==> config.mk <==
export PLATFORM = sky130hd
export DESIGN_NAME = transfer_packet_parser_top_flat
export DESIGN_NICKNAME = d
export VERILOG_FILES = /design/src/rtl/tpp_pkg.sv /design/src/rtl/tpp_ifs.sv /design/src/rtl/tpp_parse_core.sv /design/src/rtl/tpp_result_fifo.sv /design/src/rtl/transfer_packet_parser_top.sv /design/src/flat_wrapper.sv
export SDC_FILE = /design/constraint.sdc
export NUM_CORES = 2
export LEC_CHECK = 0
export BUFFER_PORTS_ARGS = -buffer_cell sky130_fd_sc_hd__buf_2
export CAP_MARGIN = 20
export CORE_MARGIN = 4
export CORE_UTILIZATION = 60
export DETAILED_ROUTE_END_ITERATION = 8
export MAX_ROUTING_LAYER = met4
export PLACE_DENSITY = 0.77
export REMOVE_ABC_BUFFERS = 1
export SLEW_MARGIN = 20
export SYNTH_ARGS = -nofsm -noshare
export SYNTH_HDL_FRONTEND = slang
export SYNTH_HIERARCHICAL = 1
export SYNTH_SLANG_ARGS = --single-unit
export TNS_END_PERCENT = 5
==> constraint.sdc <==
create_clock -name clk -period 24.5 [get_ports clk]
set_clock_uncertainty 0.2 [all_clocks]
set_input_delay 2.45 -clock clk [delete_from_list [all_inputs] [get_ports clk]]
set_output_delay 2.45 -clock clk [all_outputs]
set_load 0.02 [all_outputs]
==> src/rtl/tpp_pkg.sv <==
// Shared types and constants of the transfer packet parser.
`timescale 1ns / 1ps

package tpp_pkg;

  localparam int unsigned MAX_PACKET    = 1024;
  localparam int unsigned NAME_CAPACITY = 256;

  localparam logic [15:0] MAX_PAYLOAD_RESET = 16'd997;

  // control bytes
  localparam logic [7:0] CTL_DATA  = 8'h01;
  localparam logic [7:0] CTL_START = 8'h02;
  localparam logic [7:0] CTL_END   = 8'h03;

  // TLV tags
  localparam logic [7:0] TAG_SIZE = 8'h00;
  localparam logic [7:0] TAG_NAME = 8'h01;

  // result kinds
  localparam logic [1:0] KIND_NAME    = 2'd0;
  localparam logic [1:0] KIND_PAYLOAD = 2'd1;
  localparam logic [1:0] KIND_VERDICT = 2'd2;

  // verdict codes
  localparam logic [2:0] VERDICT_START_OK  = 3'd0;
  localparam logic [2:0] VERDICT_DATA_OK   = 3'd1;
  localparam logic [2:0] VERDICT_END_MATCH = 3'd2;
  localparam logic [2:0] VERDICT_END_MISS  = 3'd3;
  localparam logic [2:0] VERDICT_IGNORED   = 3'd4;

  // result queue
  localparam int unsigned RES_DEPTH = 4;
  localparam int unsigned RES_PTR_W = $clog2(RES_DEPTH);
  localparam int unsigned RES_CNT_W = $clog2(RES_DEPTH + 1);

  typedef enum logic [1:0] {
    PH_WAIT = 2'b01,
    PH_RECV = 2'b10
  } phase_t;

  typedef enum logic [2:0] {
    STEP_TYPE  = 3'b001,
    STEP_LEN   = 3'b010,
    STEP_VALUE = 3'b100
  } field_step_t;

  typedef struct packed {
    logic [1:0]  out_kind;
    logic [7:0]  out_byte;
    logic [2:0]  verdict;
    logic [63:0] file_size;
    logic [63:0] received_total;
    logic        out_last;
  } result_t;

  // up to two results per byte, pushed in order: first, then second
  typedef struct packed {
    logic    first_valid;
    logic    second_valid;
    result_t first;
    result_t second;
  } push_t;

endpackage

==> src/rtl/tpp_ifs.sv <==
// Valid/ready channel interfaces for packet bytes and parser results.
`timescale 1ns / 1ps

interface tpp_item_if;
  logic       valid;
  logic       ready;
  logic [7:0] rx_byte;
  logic       end_of_packet;

  modport source (output valid, output rx_byte, output end_of_packet, input ready);
  modport sink   (input valid, input rx_byte, input end_of_packet, output ready);
endinterface

interface tpp_result_if;
  logic        valid;
  logic        ready;
  logic [1:0]  out_kind;
  logic [7:0]  out_byte;
  logic [2:0]  verdict;
  logic [63:0] file_size;
  logic [63:0] received_total;
  logic        out_last;

  modport source (output valid, output out_kind, output out_byte, output verdict,
                  output file_size, output received_total, output out_last,
                  input ready);
  modport sink   (input valid, input out_kind, input out_byte, input verdict,
                  input file_size, input received_total, input out_last,
                  output ready);
endinterface

==> src/rtl/tpp_parse_core.sv <==
// Input register, parser state and per-byte step logic.
`timescale 1ns / 1ps

module tpp_parse_core (
  input  logic          clk,
  input  logic          rst,
  input  logic          cfg_we,
  input  logic [15:0]   cfg_wdata,
  tpp_item_if.sink      pkt,
  input  logic          room,
  output tpp_pkg::push_t push
);
  import tpp_pkg::*;

  // input register
  logic       item_v;
  logic [7:0] item_byte;
  logic       item_eop;

  // parser state
  logic [15:0]  max_payload;
  phase_t       phase;
  logic [15:0]  byte_index;
  logic [7:0]   packet_control;
  field_step_t  field_step;
  logic [7:0]   field_type;
  logic [7:0]   field_remaining;
  logic [7:0]   name_count;
  logic         packet_bad;
  logic         size_found;
  logic [63:0]  size_acc;
  logic [15:0]  payload_length;
  logic [63:0]  expected_size;
  logic [63:0]  written_total;

  phase_t       phase_next;
  logic [15:0]  byte_index_next;
  logic [7:0]   packet_control_next;
  field_step_t  field_step_next;
  logic [7:0]   field_type_next;
  logic [7:0]   field_remaining_next;
  logic [7:0]   name_count_next;
  logic         packet_bad_next;
  logic         size_found_next;
  logic [63:0]  size_acc_next;
  logic [15:0]  payload_length_next;
  logic [63:0]  expected_size_next;
  logic [63:0]  written_total_next;

  logic         process;
  logic         emit;
  logic [1:0]   emit_kind;
  logic [2:0]   verdict;
  logic [7:0]   rem_dec;
  logic [16:0]  need_cnt;
  result_t      emit_res;
  result_t      verdict_res;

  assign process   = item_v && room;
  assign pkt.ready = !item_v || room;

  always_ff @(posedge clk) begin
    if (rst) begin
      item_v <= 1'b0;
    end else if (pkt.valid && pkt.ready) begin
      item_v <= 1'b1;
    end else if (process) begin
      item_v <= 1'b0;
    end
    if (pkt.valid && pkt.ready) begin
      item_byte <= pkt.rx_byte;
      item_eop  <= pkt.end_of_packet;
    end
  end

  always_comb begin
    phase_next           = phase;
    byte_index_next      = (byte_index == 16'hFFFF) ? byte_index : byte_index + 16'd1;
    packet_control_next  = packet_control;
    field_step_next      = field_step;
    field_type_next      = field_type;
    field_remaining_next = field_remaining;
    name_count_next      = name_count;
    packet_bad_next      = packet_bad || (byte_index >= 16'(MAX_PACKET));
    size_found_next      = size_found;
    size_acc_next        = size_acc;
    payload_length_next  = payload_length;
    expected_size_next   = expected_size;
    written_total_next   = written_total;
    emit                 = 1'b0;
    emit_kind            = KIND_NAME;
    verdict              = VERDICT_IGNORED;
    rem_dec              = field_remaining - 8'd1;
    need_cnt             = 17'd0;

    unique case (phase)
      PH_WAIT: begin
        if (byte_index == 16'd0) begin
          packet_control_next = item_byte;
          field_step_next     = STEP_TYPE;
          if (item_byte != CTL_START) packet_bad_next = 1'b1;
        end else if (!packet_bad_next) begin
          unique case (field_step)
            STEP_TYPE: begin
              field_type_next = item_byte;
              field_step_next = STEP_LEN;
            end
            STEP_LEN: begin
              field_remaining_next = item_byte;
              if (field_type == TAG_SIZE) begin
                size_acc_next   = 64'd0;
                size_found_next = 1'b1;
              end else if (field_type == TAG_NAME) begin
                name_count_next = 8'd0;
              end
              field_step_next = (item_byte != 8'd0) ? STEP_VALUE : STEP_TYPE;
            end
            STEP_VALUE: begin
              if (field_type == TAG_SIZE) begin
                size_acc_next = {size_acc[55:0], item_byte};
              end else if (field_type == TAG_NAME &&
                           name_count < 8'(NAME_CAPACITY - 1)) begin
                emit            = 1'b1;
                emit_kind       = KIND_NAME;
                name_count_next = name_count + 8'd1;
              end
              field_remaining_next = rem_dec;
              if (rem_dec == 8'd0) field_step_next = STEP_TYPE;
            end
            default: field_step_next = STEP_TYPE;
          endcase
        end
      end
      PH_RECV: begin
        if (byte_index == 16'd0) begin
          packet_control_next = item_byte;
        end else if (packet_control == CTL_DATA) begin
          if (byte_index == 16'd1) begin
            payload_length_next = {item_byte, 8'd0};
          end else if (byte_index == 16'd2) begin
            payload_length_next = {payload_length[15:8], item_byte};
            if ({payload_length[15:8], item_byte} > max_payload) packet_bad_next = 1'b1;
          end else if (!packet_bad_next && (byte_index - 16'd3) < payload_length) begin
            emit      = 1'b1;
            emit_kind = KIND_PAYLOAD;
          end
        end
      end
      default: phase_next = PH_WAIT;
    endcase

    // packet end: verdict, then a clean slate for the next packet
    if (item_eop) begin
      need_cnt = {1'b0, payload_length_next} + 17'd3;
      unique case (phase)
        PH_WAIT: begin
          if (field_step_next == STEP_VALUE) packet_bad_next = 1'b1;
          if (!packet_bad_next && size_found_next) begin
            expected_size_next = size_acc_next;
            written_total_next = 64'd0;
            phase_next         = PH_RECV;
            verdict            = VERDICT_START_OK;
          end
        end
        PH_RECV: begin
          if (packet_control_next == CTL_DATA) begin
            if (!packet_bad_next && byte_index_next >= 16'd3 &&
                {1'b0, byte_index_next} >= need_cnt) begin
              written_total_next = written_total + {48'd0, payload_length_next};
              verdict            = VERDICT_DATA_OK;
            end
          end else if (packet_control_next == CTL_END && !packet_bad_next) begin
            verdict    = (written_total == expected_size) ? VERDICT_END_MATCH
                                                          : VERDICT_END_MISS;
            phase_next = PH_WAIT;
          end
        end
        default: phase_next = PH_WAIT;
      endcase
      byte_index_next      = 16'd0;
      packet_control_next  = 8'd0;
      field_step_next      = STEP_TYPE;
      field_type_next      = 8'd0;
      field_remaining_next = 8'd0;
      name_count_next      = 8'd0;
      packet_bad_next      = 1'b0;
      size_found_next      = 1'b0;
      size_acc_next        = 64'd0;
      payload_length_next  = 16'd0;
    end

    emit_res.out_kind       = emit_kind;
    emit_res.out_byte       = item_byte;
    emit_res.verdict        = VERDICT_START_OK;
    emit_res.file_size      = expected_size;
    emit_res.received_total = written_total;
    emit_res.out_last       = !item_eop;

    verdict_res.out_kind       = KIND_VERDICT;
    verdict_res.out_byte       = 8'd0;
    verdict_res.verdict        = verdict;
    verdict_res.file_size      = expected_size_next;
    verdict_res.received_total = written_total_next;
    verdict_res.out_last       = 1'b1;

    push.first_valid  = process && (emit || item_eop);
    push.second_valid = process && emit && item_eop;
    push.first        = emit ? emit_res : verdict_res;
    push.second       = verdict_res;
  end

  always_ff @(posedge clk) begin
    if (rst) begin
      max_payload     <= MAX_PAYLOAD_RESET;
      phase           <= PH_WAIT;
      byte_index      <= 16'd0;
      packet_control  <= 8'd0;
      field_step      <= STEP_TYPE;
      field_type      <= 8'd0;
      field_remaining <= 8'd0;
      name_count      <= 8'd0;
      packet_bad      <= 1'b0;
      size_found      <= 1'b0;
      size_acc        <= 64'd0;
      payload_length  <= 16'd0;
      expected_size   <= 64'd0;
      written_total   <= 64'd0;
    end else begin
      if (cfg_we) max_payload <= cfg_wdata;
      if (process) begin
        phase           <= phase_next;
        byte_index      <= byte_index_next;
        packet_control  <= packet_control_next;
        field_step      <= field_step_next;
        field_type      <= field_type_next;
        field_remaining <= field_remaining_next;
        name_count      <= name_count_next;
        packet_bad      <= packet_bad_next;
        size_found      <= size_found_next;
        size_acc        <= size_acc_next;
        payload_length  <= payload_length_next;
        expected_size   <= expected_size_next;
        written_total   <= written_total_next;
      end
    end
  end

endmodule

==> src/rtl/tpp_result_fifo.sv <==
// Small result queue: takes up to two results a cycle, hands out one.
`timescale 1ns / 1ps

module tpp_result_fifo (
  input  logic           clk,
  input  logic           rst,
  input  tpp_pkg::push_t push,
  output logic           room,
  tpp_result_if.source   res
);
  import tpp_pkg::*;

  result_t                q [RES_DEPTH];
  logic [RES_PTR_W-1:0]   head;
  logic [RES_PTR_W-1:0]   tail;
  logic [RES_CNT_W-1:0]   count;
  logic [RES_PTR_W-1:0]   tail_plus;
  logic [1:0]             push_n;
  logic                   pop;

  assign tail_plus = tail + RES_PTR_W'(1);
  assign push_n    = {1'b0, push.first_valid} + {1'b0, push.second_valid};
  assign pop       = res.valid && res.ready;
  // room for a full two-result push
  assign room      = count <= RES_CNT_W'(RES_DEPTH - 2);

  assign res.valid          = count != '0;
  assign res.out_kind       = q[head].out_kind;
  assign res.out_byte       = q[head].out_byte;
  assign res.verdict        = q[head].verdict;
  assign res.file_size      = q[head].file_size;
  assign res.received_total = q[head].received_total;
  assign res.out_last       = q[head].out_last;

  always_ff @(posedge clk) begin
    if (rst) begin
      head  <= '0;
      tail  <= '0;
      count <= '0;
    end else begin
      if (pop) head <= head + RES_PTR_W'(1);
      tail  <= tail + RES_PTR_W'(push_n);
      count <= count + RES_CNT_W'(push_n) - RES_CNT_W'(pop);
    end
    if (push.first_valid)  q[tail]      <= push.first;
    if (push.second_valid) q[tail_plus] <= push.second;
  end

endmodule

==> src/rtl/transfer_packet_parser_top.sv <==
// Top level of the transfer packet parser.
`timescale 1ns / 1ps

//  channel   | dir | payload                                        | transfer when
//  ----------+-----+------------------------------------------------+----------------------
//  pkt       | in  | rx_byte, end_of_packet                         | pkt.valid & pkt.ready
//  res       | out | out_kind, out_byte, verdict, file_size,        | res.valid & res.ready
//            |     | received_total, out_last                       |
//  cfg_we/.. | in  | cfg_wdata -> max_payload                       | cfg_we
//
//  One byte per cycle while the queue has room: a byte waits in the input register,
//  its step logic runs while it waits there and its results land in a 4-entry queue;
//  results show on res from the queue registers once they are written there.
//  Ready drops only while the queue holds more than two results (a byte can yield
//  two: payload/name plus the packet verdict). Synchronous reset clears all parser
//  state; max_payload returns to 997. No clearing pass after reset.

module transfer_packet_parser_top (
  input  logic          clk,
  input  logic          rst,
  input  logic          cfg_we,
  input  logic [15:0]   cfg_wdata,
  tpp_item_if.sink      pkt,
  tpp_result_if.source  res
);
  import tpp_pkg::*;

  push_t push;   // results of the byte in the step stage
  logic  room;   // queue can take two more results

  // byte register, TLV walk, DATA checks, verdict
  tpp_parse_core u_core (
    .clk       (clk),
    .rst       (rst),
    .cfg_we    (cfg_we),
    .cfg_wdata (cfg_wdata),
    .pkt       (pkt),
    .room      (room),
    .push      (push)
  );

  // output decoupling; res.ready never reaches pkt.ready combinationally
  tpp_result_fifo u_fifo (
    .clk  (clk),
    .rst  (rst),
    .push (push),
    .room (room),
    .res  (res)
  );

endmodule

==> src/flat_wrapper.sv <==
// flat-port wrapper written by rule: the top's interface ports become plain ports
module transfer_packet_parser_top_flat import tpp_pkg::*;
  (clk, rst, cfg_we, cfg_wdata, pkt_valid, pkt_rx_byte, pkt_end_of_packet, pkt_ready, res_valid, res_out_kind, res_out_byte, res_verdict, res_file_size, res_received_total, res_out_last, res_ready);
  tpp_item_if pkt_i ();
  tpp_result_if res_i ();
  input  logic clk;
  input  logic rst;
  input  logic cfg_we;
  input  logic [15:0] cfg_wdata;
  input wire logic [$bits(pkt_i.valid)-1:0] pkt_valid;
  input wire logic [$bits(pkt_i.rx_byte)-1:0] pkt_rx_byte;
  input wire logic [$bits(pkt_i.end_of_packet)-1:0] pkt_end_of_packet;
  output wire logic [$bits(pkt_i.ready)-1:0] pkt_ready;
  output wire logic [$bits(res_i.valid)-1:0] res_valid;
  output wire logic [$bits(res_i.out_kind)-1:0] res_out_kind;
  output wire logic [$bits(res_i.out_byte)-1:0] res_out_byte;
  output wire logic [$bits(res_i.verdict)-1:0] res_verdict;
  output wire logic [$bits(res_i.file_size)-1:0] res_file_size;
  output wire logic [$bits(res_i.received_total)-1:0] res_received_total;
  output wire logic [$bits(res_i.out_last)-1:0] res_out_last;
  input wire logic [$bits(res_i.ready)-1:0] res_ready;
  assign pkt_i.valid = pkt_valid;
  assign pkt_i.rx_byte = pkt_rx_byte;
  assign pkt_i.end_of_packet = pkt_end_of_packet;
  assign pkt_ready = pkt_i.ready;
  assign res_valid = res_i.valid;
  assign res_out_kind = res_i.out_kind;
  assign res_out_byte = res_i.out_byte;
  assign res_verdict = res_i.verdict;
  assign res_file_size = res_i.file_size;
  assign res_received_total = res_i.received_total;
  assign res_out_last = res_i.out_last;
  assign res_i.ready = res_ready;
  transfer_packet_parser_top u_core (.clk(clk), .rst(rst), .cfg_we(cfg_we), .cfg_wdata(cfg_wdata), .pkt(pkt_i), .res(res_i));
endmodule
==> flow_summary.yaml <==
status:
  status: "complete, no violations"
logic_synthesis:
  synth_area_mm2: 0.0485
  synth_edf_count: 577
  syn_inst: 4282
  syn_area_per_cell_um2: 11.3
  yosysWarningCount: 6
  synthDistinctLibCells: 94
  ys_seq_area_frac: 0.477
  synth-seq-cells: 866
  synth_flop_cell: "edfxtp_1"
  synthArstFlopShare: 0
placed_design:
  dpl.hpwl_mm: 87.2
  port_buffers: 173
  place_congestion: 0.997
  dp_worst_setup_slack_ns: 16.87
  dp.cells: 5216
sta:
  finalMaxSlewViolations: 0
  max_slew_margin: 0.145
  fmax_ghz: 0.127
  rsz0062_at_grt: "no"
  setup_violations: 0
  hold_violations: 0
  layout_min_cycle_time_ns: 7.85
  finalCritPeriodShare: 0.320
  fin_hold_ws_ns: 0.289
  setup_slack_ns: 16.65
  setup-tns-final_ns: 0
  worst_pin_slew_ns: 1.28
route:
  vias: 36900
  drt-total-wl_mm: 141
  routedWlPerCell_um: 26.2
  ant_nets: 0
  initialDrtViolationCount: 4266
  dr.pass1.iters: 7
  remaining_drc_errors: 0
  drt-vias-per-instance: 6.85
cells_and_area:
  nFillCells: 5834
  antenna_cells: 0
  instances_no_fill: 5391
  areaGrowthSynthToFinish_pct: 9.00
  drive_gt1_frac: 0.265
  fin_nets: 4371
  layout_commonest_cell: "edfxtp_1"
  layout_common_cells: "577 x edfxtp_1, 567 x mux2_2, 367 x nor2_1, 307 x nand2_1, 287 x dfxtp_1"
floorplan:
  core.rowCount: 103
  die_h_um: 292
  top_level_ports: 174
  initial_core_util: 0.610
  die_area_mm2: 0.0854
  core_area_mm2: 0.0795
  die_w_um: 292
clock_network:
  htreeDepth: 3
  clk_latency_ns: 0.67
  clk_pin_slew_ns: 0.06
  post_cts_buffers: 0
  cts_tree: "done"
  postCtsHoldBufs: 0
  cts.repair.resized: 0
  cts_root_buf: "clkbuf_16"
  cts_sinks: 866
  clk_path_buf_depth: 3
  numCtsBuffers: 92
critical_path:
  cp.arrival_ns: 8.06
  required_ns: 24.70
  worstPathMaxFanout: 37
  cp-end-kind: "flip-flop"
  worstSetupStartpointType: "flip-flop"
  path_class: "flip-flop to flip-flop"
  rrSetupSlack_ns: 16.65
grt:
  grt_overflow: 0
  grt_pass1_vias: 36100
  grt_start_max_net_pins: 144
  grt_pass1_wl_mm: 215
  antenna_found_initial: 2
  gr-usage-all-layers: 0.331
power_and_ir_drop:
  peakVddDrop_uv: 58.0
  p_leak_uw: 0.0183
  cellPowerDensity_mw_per_mm2: 68.6
hold_path:
  holdCritPathClass: "flip-flop to flip-flop"
run:
  maxCapViolations: 0
registers in the layout (all words and copies together), names as in the netlist, 16 cells and up, named ones only:
signal and flops:
u_core/u_core/expected_size 64, u_core/u_core/payload_length 16, u_core/u_core/byte_index 16, u_core/u_core/max_payload 16, u_core/u_fifo/q 568, u_core/u_core/written_total 64
u_core/u_core/size_acc 64
where the power goes:
| group | leakage [uW] | switching, uW | total, uW | internal (uW) |
|---|---|---|---|---|
| Combinational | 0.00939 | 364 | 588 | 225 |
| Clock | 0.00152 | 604 | 1430 | 829 |
| Sequential | 0.00738 | 26.8 | 1600 | 1580 |
| Total | 0.0183 | 995 | 3630 | 2630 |
final cells by class:
| class | instances | area, um^2 | share of cell area |
|---|---|---|---|
| Multi-Input combinational cell | 2981 | 23500 | 0.446 |
| Tap cell | 1050 | 1310 | 0.0249 |
| Clock inverter | 58 | 611 | 0.0116 |
| Timing Repair Buffer | 236 | 1450 | 0.0275 |
| Inverter | 84 | 315 | 0.00597 |
| Sequential cell | 866 | 23100 | 0.438 |
| Clock buffer | 116 | 2480 | 0.0470 |
cells by family (layout without fill, tap and decap cells):
logic type | after synthesis | after routing | share of synthesized area
compound gates | 874 | 874 | 0.119
xor+xnor | 121 | 121 | 0.0224
fa+ha+maj | 80 | 80 | 0.0210
buf+inv | 444 | 494 | 0.0411
flops | 866 | 866 | 0.477
mux | 743 | 743 | 0.205
other cells | 2 | 11 | 0.000155
simple gates | 1152 | 1152 | 0.115
cells in the mapped netlist (24+ instances only):
library cell | number | area (um^2)
nand2_1 | 311 | 1170
a22oi_1 | 132 | 991
nand4_1 | 61 | 382
inv_1 | 82 | 308
xor2_1 | 24 | 210
nor2_1 | 372 | 1400
edfxtp_1 | 577 | 17300
a31oi_1 | 34 | 213
nor4_1 | 52 | 325
mux2i_1 | 24 | 240
nand2b_1 | 25 | 156
clkbuf_1 | 196 | 736
buf_2 | 95 | 475
or3_1 | 34 | 213
mux2_2 | 567 | 6380
o211ai_1 | 39 | 293
ha_1 | 78 | 976
and3_1 | 33 | 206
o21ai_0 | 212 | 1060
nor3_1 | 57 | 285
dfxtp_1 | 289 | 5790
o2bb2ai_1 | 37 | 324
mux4_2 | 142 | 3200
a211oi_1 | 75 | 563
buf_1 | 31 | 116
xnor2_1 | 95 | 832
nand3_1 | 97 | 485
a21oi_1 | 172 | 861
critical path, cell delays in order, from the launching register on:
cell and delay, ns:
dfxtp_1 0.41, nor4_1 0.54, nand2_1 0.39, nor4_2 0.73, a22o_1 0.30, inv_1 0.09, ha_1 0.23, a21oi_1 0.43
nand2_1 0.25, nor3b_1 0.29, xnor2_1 0.10, ha_1 0.32, nand4_1 0.12, nor4_1 0.33, o31ai_1 0.12, o2bb2ai_1 0.25
a211oi_4 0.26, buf_4 0.41, nand3_1 0.72, o311ai_0 0.63, nand2_1 0.18, mux2_2 0.30
final timing paths:
kind,startpoint,endpoint,depth (start not counted)
setup / recovery,u_core/u_core/byte_index[6]$_SDFFE_PP0P_,u_core/u_fifo/q[0][51]$_DFFE_PP_,21
hold / removal,u_core/u_core/max_payload[6]$_SDFFE_PP1P_,u_core/u_core/max_payload[6]$_SDFFE_PP1P_,2
setup reg to reg,u_core/u_core/byte_index[6]$_SDFFE_PP0P_,u_core/u_fifo/q[0][51]$_DFFE_PP_,21
hold reg to reg,u_core/u_core/max_payload[6]$_SDFFE_PP1P_,u_core/u_core/max_payload[6]$_SDFFE_PP1P_,2
metal layers:
layer  routed length (um)  track usage  up-vias
li1                     -            -    16300
met2                67000        0.527     2101
met4                 7360        0.148        0
met1                53400        0.417    18100
met3                13600       0.0603      422
met5                    0            -        -
stage by stage:
| stage | util | instance area, um^2 | total power (uW) |
|---|---|---|---|
| 6_report | 0.665 | 52800 | 3630 |
| 3_5_place_dp | 0.625 | 49700 | 2230 |
| 3_3_place_gp | 0.625 | 49700 | 2220 |
| 4_1_cts | 0.664 | 52800 | 3640 |
| 2_1_floorplan | - | 46800 | 2050 |
| 5_1_grt | 0.665 | 52800 | 3740 |
(Power assumes the default switching activity.)
